File: src/hdl/active_expired_slice_scheduler_assert.svh
// Assertion macros for the scheduler RTL.
`ifndef ACTIVE_EXPIRED_SLICE_SCHEDULER_ASSERT_SVH
`define ACTIVE_EXPIRED_SLICE_SCHEDULER_ASSERT_SVH

// A property that must hold at every clock edge outside reset.
`define AESS_ASSERT_ALWAYS(label, prop, msg) \
  label: assert property (@(posedge clk) disable iff (rst) (prop)) else $error(msg);

// A consequence that must hold in the cycle after its trigger.
`define AESS_ASSERT_NEXT(label, trig, cons, msg) \
  label: assert property (@(posedge clk) disable iff (rst) (trig) |=> (cons)) else $error(msg);

`endif

File: src/hdl/aess_pkg.sv
// Types and constants of the active/expired slice scheduler.
`default_nettype none
package aess_pkg;

  localparam int TASK_W            = 4;
  localparam int SLICE_W           = 8;
  localparam int COUNT_W           = 5;
  localparam int DEFAULT_MAX_TASKS = 16;

  localparam logic [SLICE_W-1:0] SLICE_RESET = 8'd5;
  localparam logic [SLICE_W-1:0] SLICE_ONE   = 8'd1;

  typedef enum logic [1:0] {
    OP_TICK       = 2'd0,
    OP_ACTIVATE   = 2'd1,
    OP_DEACTIVATE = 2'd2,
    OP_SCHEDULE   = 2'd3
  } op_t;

  typedef struct packed {
    op_t               op;
    logic [TASK_W-1:0] task_id;
  } req_word_t;

  typedef struct packed {
    logic [TASK_W-1:0]  running_task;
    logic               running_valid;
    logic               switched;
    logic               need_resched;
    logic               rejected;
    logic [COUNT_W-1:0] active_count;
  } rsp_word_t;

  // Command broadcast from the controller to every cell.
  typedef struct packed {
    logic               cmp;
    logic               push_a;
    logic               drop_a;
    logic               dec_a;
    logic               push_e;
    logic               swap;
    logic [TASK_W-1:0]  key;
    logic [SLICE_W-1:0] fill;
  } cell_cmd_t;

  // What one cell shows to its neighbors and to the controller.
  typedef struct packed {
    logic               a_valid;
    logic [TASK_W-1:0]  a_id;
    logic [SLICE_W-1:0] a_slice;
    logic               e_valid;
    logic [TASK_W-1:0]  e_id;
    logic               match_a;
    logic               match_e;
    logic               low;
  } cell_stat_t;

  // Left of the first cell everything counts as occupied, right of the last
  // cell everything is empty.
  localparam cell_stat_t STAT_LEFT  = '{a_valid: 1'b1, e_valid: 1'b1, default: '0};
  localparam cell_stat_t STAT_RIGHT = '{default: '0};

endpackage
`default_nettype wire

File: src/hdl/aess_chan_if.sv
// Valid/ready channels for request and response words.
`default_nettype none
interface aess_req_if;
  logic                 valid;
  logic                 ready;
  aess_pkg::req_word_t  data;
  modport source (output valid, output data, input ready);
  modport sink   (input valid, input data, output ready);
endinterface

interface aess_rsp_if;
  logic                 valid;
  logic                 ready;
  aess_pkg::rsp_word_t  data;
  modport source (output valid, output data, input ready);
  modport sink   (input valid, input data, output ready);
endinterface
`default_nettype wire

File: src/hdl/aess_cell.sv
// One queue slot: an active entry with its slice count and an expired entry.
`default_nettype none
module aess_cell (
  input  logic                 clk,
  input  logic                 rst,
  input  aess_pkg::cell_cmd_t  cmd,
  input  aess_pkg::cell_stat_t left,
  input  aess_pkg::cell_stat_t right,
  input  logic                 shift_in,
  output logic                 shift_out,
  output aess_pkg::cell_stat_t stat
);

  logic                         a_valid;
  logic [aess_pkg::TASK_W-1:0]  a_id;
  logic [aess_pkg::SLICE_W-1:0] a_slice;
  logic                         e_valid;
  logic [aess_pkg::TASK_W-1:0]  e_id;
  logic                         match_a;
  logic                         match_e;
  logic                         low;
  logic                         shift;

  // The removal point and every slot behind it pull from the right neighbor.
  assign shift     = shift_in | match_a;
  assign shift_out = shift;

  always_ff @(posedge clk) begin
    if (rst) begin
      a_valid <= 1'b0;
      e_valid <= 1'b0;
      match_a <= 1'b0;
      match_e <= 1'b0;
    end else begin
      if (cmd.cmp) begin
        match_a <= a_valid && (a_id == cmd.key);
        match_e <= e_valid && (e_id == cmd.key);
        low     <= (a_slice <= aess_pkg::SLICE_ONE);
      end
      if (cmd.swap) begin
        a_id    <= e_id;
        a_slice <= cmd.fill;
        a_valid <= e_valid;
        e_valid <= 1'b0;
      end else begin
        if (cmd.push_a && !a_valid && left.a_valid) begin
          a_id    <= cmd.key;
          a_slice <= cmd.fill;
          a_valid <= 1'b1;
        end
        if (cmd.drop_a && shift) begin
          a_id    <= right.a_id;
          a_slice <= right.a_slice;
          a_valid <= right.a_valid;
        end
        if (cmd.dec_a && match_a) begin
          a_slice <= a_slice - aess_pkg::SLICE_ONE;
        end
        if (cmd.push_e && !e_valid && left.e_valid) begin
          e_id    <= cmd.key;
          e_valid <= 1'b1;
        end
      end
    end
  end

  assign stat = '{a_valid: a_valid, a_id: a_id, a_slice: a_slice,
                  e_valid: e_valid, e_id: e_id,
                  match_a: match_a, match_e: match_e, low: low};

endmodule
`default_nettype wire

File: src/hdl/active_expired_slice_scheduler.sv
// Top level of the active/expired time-slice scheduler.
//
//   channel  dir  handshake        payload
//   req      in   valid / ready    op, task_id
//   rsp      out  valid / ready    running_task, running_valid, switched,
//                                  need_resched, rejected, active_count
//   cfg      in   cfg_we           cfg_data (slice_length)
//
// Each event goes through accept, a compare cycle in which every cell
// matches its entries against the key, and an update cycle in which the cells
// shift, push, decrement or swap and the response word is loaded.
// The next event is accepted in the cycle after the update, while the
// response may still wait in the output register; a stalled response holds
// the update cycle. Reset is synchronous and empties both queues at once
// through the cells' valid bits, so no clearing pass is needed.
`default_nettype none
`include "active_expired_slice_scheduler_assert.svh"
module active_expired_slice_scheduler #(
  parameter int MAX_TASKS = aess_pkg::DEFAULT_MAX_TASKS
) (
  input  logic                         clk,
  input  logic                         rst,
  aess_req_if.sink                     req,
  aess_rsp_if.source                   rsp,
  input  logic                         cfg_we,
  input  logic [aess_pkg::SLICE_W-1:0] cfg_data
);

  localparam int LEN_W = $clog2(MAX_TASKS + 1);

  typedef enum logic [1:0] {ST_IDLE, ST_CMP, ST_UPD} state_t;

  state_t                       state;
  aess_pkg::op_t                op_q;
  logic [aess_pkg::TASK_W-1:0]  key_q;
  logic [aess_pkg::SLICE_W-1:0] slice_length;
  logic [LEN_W-1:0]             active_len;
  logic [LEN_W-1:0]             expired_len;
  logic [aess_pkg::TASK_W-1:0]  current_task;
  logic                         current_valid;
  logic                         resched_flag;
  logic                         rsp_valid;
  aess_pkg::rsp_word_t          rsp_word;

  logic [LEN_W-1:0]             active_len_next;
  logic [LEN_W-1:0]             expired_len_next;
  logic [aess_pkg::TASK_W-1:0]  current_task_next;
  logic                         current_valid_next;
  logic                         resched_flag_next;
  logic                         switched;
  logic                         rejected;
  logic [aess_pkg::TASK_W-1:0]  head;
  logic                         want_push_a;
  logic                         want_drop_a;
  logic                         want_dec_a;
  logic                         want_push_e;
  logic                         want_swap;
  logic                         fire;
  logic                         accept;

  aess_pkg::cell_cmd_t          cmd;
  aess_pkg::cell_stat_t         st [MAX_TASKS+2];
  logic [MAX_TASKS-1:0]         shift_c;
  logic [MAX_TASKS-1:0]         m_a;
  logic [MAX_TASKS-1:0]         m_e;
  logic [MAX_TASKS-1:0]         m_low;
  logic [MAX_TASKS-1:0]         occ_a;
  logic                         a_hit;
  logic                         e_hit;
  logic                         low_hit;

  // The row of cells. Slot zero is the head of both queues; st[i+1] is cell
  // i, with fixed boundary words on either end of the row.
  assign st[0]           = aess_pkg::STAT_LEFT;
  assign st[MAX_TASKS+1] = aess_pkg::STAT_RIGHT;

  for (genvar i = 0; i < MAX_TASKS; i++) begin : g_cell
    logic shift_in;
    if (i == 0) begin : g_first
      assign shift_in = 1'b0;
    end else begin : g_rest
      assign shift_in = shift_c[i-1];
    end
    aess_cell u_cell (
      .clk      (clk),
      .rst      (rst),
      .cmd      (cmd),
      .left     (st[i]),
      .right    (st[i+2]),
      .shift_in (shift_in),
      .shift_out(shift_c[i]),
      .stat     (st[i+1])
    );
    assign m_a[i]   = st[i+1].match_a;
    assign m_e[i]   = st[i+1].match_e;
    assign m_low[i] = st[i+1].match_a & st[i+1].low;
    assign occ_a[i] = st[i+1].a_valid;
  end

  assign a_hit   = |m_a;
  assign e_hit   = |m_e;
  assign low_hit = |m_low;

  assign accept      = req.valid && req.ready;
  assign req.ready   = (state == ST_IDLE);
  assign fire        = (state == ST_UPD) && (!rsp_valid || rsp.ready);
  assign rsp.valid   = rsp_valid;
  assign rsp.data    = rsp_word;

  // Head of the queue that runs next: after a swap the expired head leads.
  assign head = (active_len == '0) ? st[1].e_id : st[1].a_id;

  // Decide the event from the match flags latched in the compare cycle.
  always_comb begin
    active_len_next    = active_len;
    expired_len_next   = expired_len;
    current_task_next  = current_task;
    current_valid_next = current_valid;
    resched_flag_next  = resched_flag;
    switched           = 1'b0;
    rejected           = 1'b0;
    want_push_a        = 1'b0;
    want_drop_a        = 1'b0;
    want_dec_a         = 1'b0;
    want_push_e        = 1'b0;
    want_swap          = 1'b0;
    unique case (op_q)
      aess_pkg::OP_TICK: begin
        // Only a running task still in the active queue uses up a slice.
        if (current_valid && a_hit) begin
          if (low_hit) begin
            want_drop_a       = 1'b1;
            want_push_e       = 1'b1;
            active_len_next   = active_len - LEN_W'(1);
            expired_len_next  = expired_len + LEN_W'(1);
            resched_flag_next = 1'b1;
          end else begin
            want_dec_a = 1'b1;
          end
        end
      end
      aess_pkg::OP_ACTIVATE: begin
        if ((int'(key_q) >= MAX_TASKS) || a_hit || e_hit) begin
          rejected = 1'b1;
        end else begin
          want_push_a     = 1'b1;
          active_len_next = active_len + LEN_W'(1);
        end
      end
      aess_pkg::OP_DEACTIVATE: begin
        // A task beyond the table can never be queued, so it never matches.
        if (!a_hit) begin
          rejected = 1'b1;
        end else begin
          want_drop_a     = 1'b1;
          active_len_next = active_len - LEN_W'(1);
        end
      end
      aess_pkg::OP_SCHEDULE: begin
        resched_flag_next = 1'b0;
        if (active_len == '0 && expired_len != '0) begin
          want_swap        = 1'b1;
          active_len_next  = expired_len;
          expired_len_next = '0;
        end
        if (active_len == '0 && expired_len == '0) begin
          current_valid_next = 1'b0;
          current_task_next  = '0;
        end else begin
          switched           = !current_valid || (head != current_task);
          current_task_next  = head;
          current_valid_next = 1'b1;
        end
      end
      default: begin
      end
    endcase
  end

  always_comb begin
    cmd        = '0;
    cmd.key    = key_q;
    cmd.fill   = slice_length;
    cmd.cmp    = (state == ST_CMP);
    cmd.push_a = fire && want_push_a;
    cmd.drop_a = fire && want_drop_a;
    cmd.dec_a  = fire && want_dec_a;
    cmd.push_e = fire && want_push_e;
    cmd.swap   = fire && want_swap;
  end

  always_ff @(posedge clk) begin
    if (rst) begin
      state         <= ST_IDLE;
      slice_length  <= aess_pkg::SLICE_RESET;
      active_len    <= '0;
      expired_len   <= '0;
      current_task  <= '0;
      current_valid <= 1'b0;
      resched_flag  <= 1'b0;
      rsp_valid     <= 1'b0;
    end else begin
      if (cfg_we) begin
        slice_length <= cfg_data;
      end
      // A word taken in the same cycle as an update is replaced by the new one.
      if (rsp_valid && rsp.ready && !fire) begin
        rsp_valid <= 1'b0;
      end
      unique case (state)
        ST_IDLE: begin
          if (accept) begin
            op_q  <= req.data.op;
            // A tick looks for the running task, the others for the named one.
            key_q <= (req.data.op == aess_pkg::OP_TICK) ? current_task
                                                        : req.data.task_id;
            state <= ST_CMP;
          end
        end
        ST_CMP: begin
          state <= ST_UPD;
        end
        ST_UPD: begin
          if (fire) begin
            active_len             <= active_len_next;
            expired_len            <= expired_len_next;
            current_task           <= current_task_next;
            current_valid          <= current_valid_next;
            resched_flag           <= resched_flag_next;
            rsp_valid              <= 1'b1;
            rsp_word.running_task  <= current_task_next;
            rsp_word.running_valid <= current_valid_next;
            rsp_word.switched      <= switched;
            rsp_word.need_resched  <= resched_flag_next;
            rsp_word.rejected      <= rejected;
            rsp_word.active_count  <= aess_pkg::COUNT_W'(active_len_next);
            state                  <= ST_IDLE;
          end
        end
        default: begin
          state <= ST_IDLE;
        end
      endcase
    end
  end

  // Queue contents are unique, so at most one slot matches a key.
  `AESS_ASSERT_ALWAYS(a_unique_match, state != ST_UPD || ($onehot0(m_a) && $onehot0(m_e)), "duplicate task in a queue")
  // The length counter tracks the occupied active slots.
  `AESS_ASSERT_ALWAYS(a_len_track, $countones(occ_a) == int'(active_len), "active length out of step with cells")
  // A task is never in both queues at once.
  `AESS_ASSERT_ALWAYS(a_both_queues, state != ST_UPD || !(a_hit && e_hit), "task found in both queues")
  // An update always leaves a response word waiting.
  `AESS_ASSERT_NEXT(a_fire_rsp, fire, rsp_valid && state == ST_IDLE, "update without response")
  // With no task running the reported task reads zero.
  `AESS_ASSERT_ALWAYS(a_idle_task, !rsp_valid || rsp_word.running_valid || rsp_word.running_task == '0, "idle response names a task")

endmodule
`default_nettype wire

File: src/flat_wrapper.sv
// flat-port wrapper written by rule: the top's interface ports become plain ports
module active_expired_slice_scheduler_flat 
#(
  parameter int MAX_TASKS = aess_pkg::DEFAULT_MAX_TASKS
)
  (clk, rst, cfg_we, cfg_data, req_valid, req_data, req_ready, rsp_valid, rsp_data, rsp_ready);
  aess_req_if req_i ();
  aess_rsp_if rsp_i ();
  input  logic clk;
  input  logic rst;
  input  logic cfg_we;
  input  logic [aess_pkg::SLICE_W-1:0] cfg_data;
  input wire logic [$bits(req_i.valid)-1:0] req_valid;
  input wire logic [$bits(req_i.data)-1:0] req_data;
  output wire logic [$bits(req_i.ready)-1:0] req_ready;
  output wire logic [$bits(rsp_i.valid)-1:0] rsp_valid;
  output wire logic [$bits(rsp_i.data)-1:0] rsp_data;
  input wire logic [$bits(rsp_i.ready)-1:0] rsp_ready;
  assign req_i.valid = req_valid;
  assign req_i.data = req_data;
  assign req_ready = req_i.ready;
  assign rsp_valid = rsp_i.valid;
  assign rsp_data = rsp_i.data;
  assign rsp_i.ready = rsp_ready;
  active_expired_slice_scheduler #(.MAX_TASKS(MAX_TASKS)) u_core (.clk(clk), .rst(rst), .req(req_i), .rsp(rsp_i), .cfg_we(cfg_we), .cfg_data(cfg_data));
endmodule
File: config.mk
export PLATFORM = sky130hd
export DESIGN_NAME = active_expired_slice_scheduler_flat
export DESIGN_NICKNAME = d
export VERILOG_FILES = /design/src/hdl/aess_pkg.sv /design/src/hdl/aess_chan_if.sv /design/src/hdl/aess_cell.sv /design/src/hdl/active_expired_slice_scheduler.sv /design/src/flat_wrapper.sv
export VERILOG_INCLUDE_DIRS = /design/src /design/src/hdl
export SDC_FILE = /design/constraint.sdc
export NUM_CORES = 1
export LEC_CHECK = 0
export BUFFER_PORTS_ARGS = -buffer_cell sky130_fd_sc_hd__buf_2
export CAP_MARGIN = 10
export CORE_ASPECT_RATIO = 0.5
export CORE_MARGIN = 5
export CORE_UTILIZATION = 35
export DETAILED_ROUTE_END_ITERATION = 10
export GPL_ROUTABILITY_DRIVEN = 0
export HOLD_SLACK_MARGIN = 0.03
export SKIP_CTS_REPAIR_TIMING = 1
export SYNTH_ARGS = -nofsm -noshare
export SYNTH_HDL_FRONTEND = slang
export SYNTH_HIERARCHICAL = 1
export SYNTH_SLANG_ARGS = --single-unit
File: constraint.sdc
create_clock -name clk -period 11.5 [get_ports clk]
set_clock_uncertainty 0.2 [all_clocks]
set_input_delay 2.3 -clock clk [delete_from_list [all_inputs] [get_ports clk]]
set_output_delay 2.3 -clock clk [all_outputs]
set_load 0.05 [all_outputs]
==> summary.txt <==
routed vias/inst - 5.42
Mapped Area - 0.0234 sq mm
Final period util - 64.3%
Power Density - 119 mW/mm^2
Rel. slew slack - 22.3%
Post-Layout Cell Count - 3257
Worst Path Max Fanout - 13
wire per inst - 17.4 microns
Max VDD drop - 0.109 mV
Area Growth Syn to Fin - 8.42%
Fin. Hold Viols - 0
# Max-Cap Violations - 0
largest net degree at the start of global routing - 226
Row Count - 67
vias - 17600
WL met2 - 26.0 mm
WL met1 - 26.3 mm
die area - 0.0725 sq mm
dpl cells - 3182
worst hold start - u_core/g_cell[2].u_cell/match_e
worst hold path type - reg -> reg
Syn Inst Count - 2373
GRT Total Usage - 15.3%
yosys warns - 6
Layout Utilization - 38.1%
CTS tree - done
vias in the first global route - 17200
share of cells above drive strength 1 - 9.50%
CTS root buf - clkbuf_16
Iter 0 DRT Violations - 1551
number of clock sinks - 382
DR WL met3 - 2.83 mm
Die Ht - 193 microns
worst reg2reg startpoint - u_core/g_cell[0].u_cell/match_a
CP Capture Type - register
fmax - 135 MHz
post-DP HPWL - 38.4 mm
Period minus WS final - 7.39 ns
worst reg2reg path endpoint - u_core/g_cell[15].u_cell/a_slice[0]
clock latency on the worst-skew pair - 0.58 ns
antenna viol nets, final - 0
htree depth - 2
antenna violations before repair - 2
Hold Crit Depth - 2
actual slew at the worst max-slew pin - 1.16 ns
CP Class - reg -> reg
pre-CTS setup slack - 4.19 ns
first-pass GRT wire length - 90.4 mm
DR DRC count - 0
leak pwr - 8.77 nW
Port Buf Inserts - 33
Num CTS Buffers - 40
CTS Buffer Depth - 3
overflow left after global routing - 0
CP arrival - 7.44 ns
Die Width - 376 microns
drt first pass iters - 5
Final Setup Violations - 0
clk slew on worst S/H paths - 0.07 ns
post-route setup slack - 4.11 ns
Worst Hold Path EP - u_core/g_cell[2].u_cell/match_e
status - finished clean
Post-Route WL - 56.8 mm
CP required - 11.55 ns
worst reg2reg path depth - 19
Mapped Avg Cell Area - 9.86 sq um
kind of start point of the critical path - register
Core ar. - 0.0666 sq mm
setup_tns - 0 ns
I/O Pins - 34
Max Used Layer - met4
Layout Nets - 2386
final slew viol count - 0
Initial Utilization - 35.2%
Reg2Reg Setup Slack - 4.11 ns
RSZ-0062 raised after global routing - false
per-stage QoR:
step	hold slack (ns)	instance area [sq um]	total power, mW
4_1_cts	0.275	25400	3.04
6_report	0.272	25400	3.01
5_1_grt	0.298	25400	3.12
3_5_place_dp	0.261	24000	1.68
3_3_place_gp	0.257	24000	1.68
2_1_floorplan	0.247	23500	1.64
flip-flops by register name, summed over array words and instances, names as in the netlist, 8 cells and up:
| name | cells |
|---|---|
| u_core/slice_length | 8 |
| u_core/g_cell.u_cell/e_valid | 16 |
| u_core/g_cell.u_cell/a_valid | 16 |
| u_core/rsp.data | 13 |
| u_core/g_cell.u_cell/low | 16 |
| u_core/g_cell.u_cell/a_slice | 128 |
| u_core/g_cell.u_cell/e_id | 64 |
| u_core/g_cell.u_cell/a_id | 64 |
| u_core/g_cell.u_cell/match_a | 16 |
| u_core/g_cell.u_cell/match_e | 16 |
critical path: stages, from the launching register on:
cell and delay, ns:
dfxtp_1 0.43, or2_2 0.41, or2_2 0.36, or2_2 0.37, or2_2 0.37, or2_2 0.37
or2_2 0.36, or2_2 0.36, or2_2 0.36, or2_2 0.36, or2_2 0.36, or2_2 0.36
or2_2 0.37, or2_2 0.36, or2_2 0.37, or2_2 0.37, o21ai_2 0.35, o21ai_0 0.16
nor2_1 0.16, a21oi_1 0.25
power by group:
part | total (mW) | internal, mW | switching [mW] | leakage (nW)
clock network | 1.35 | 0.785 | 0.569 | 0.661
logic | 0.149 | 0.0615 | 0.0871 | 4.72
registers | 1.51 | 1.49 | 0.0190 | 3.38
total | 3.01 | 2.33 | 0.675 | 8.77
worst max-delay path by stage:
stage                                          startpoint                                   to  slack, ns  cells after the start
final                     u_core/g_cell[0].u_cell/match_a  u_core/g_cell[15].u_cell/a_slice[0]       4.11                     19
after global routing      u_core/g_cell[0].u_cell/match_a  u_core/g_cell[15].u_cell/a_slice[0]       3.86                     19
after CTS                 u_core/g_cell[0].u_cell/match_a  u_core/g_cell[15].u_cell/a_slice[0]       4.15                     19
after detailed placement  u_core/g_cell[0].u_cell/match_a  u_core/g_cell[15].u_cell/a_slice[7]       4.19                     19
after global placement    u_core/g_cell[0].u_cell/match_a  u_core/g_cell[15].u_cell/a_slice[6]       4.28                     19
after floorplan                                 rsp_ready   u_core/g_cell[1].u_cell/a_slice[0]       2.46                      8
cell type report:
cell class / instances / area (sq um)
clock inverter: 16 / 218
multi-input combinational: 1727 / 11600
timing repair buffer: 49 / 304
tap: 897 / 1120
clock buffer: 58 / 1140
antenna: 1 / 2.50
inverter: 127 / 477
sequential: 382 / 10600
fill: 6622 / 41200
per-layer routing:
| metal | vias up | global-route usage [%] |
|---|---|---|
| met5 | - | 0 |
| met4 | 0 | 4.85 |
| met3 | 117 | 2.87 |
| met2 | 377 | 25.5 |
| met1 | 8613 | 20.2 |
| li1 | 8533 | - |
layout by cell type (no fill, tap or decap), types with 40 or more instances in the layout:
master	instances
nand2b_1	82
nor2_1	139
edfxtp_1	291
o21ai_0	109
o22ai_1	65
nand2_1	204
nor3_1	71
xor2_1	147
ha_1	40
nor2b_1	52
xnor2_1	89
mux2i_1	76
a21oi_1	200
inv_1	126
dfxtp_1	91
clkbuf_16	41
Power figures use the tool's default switching activity.
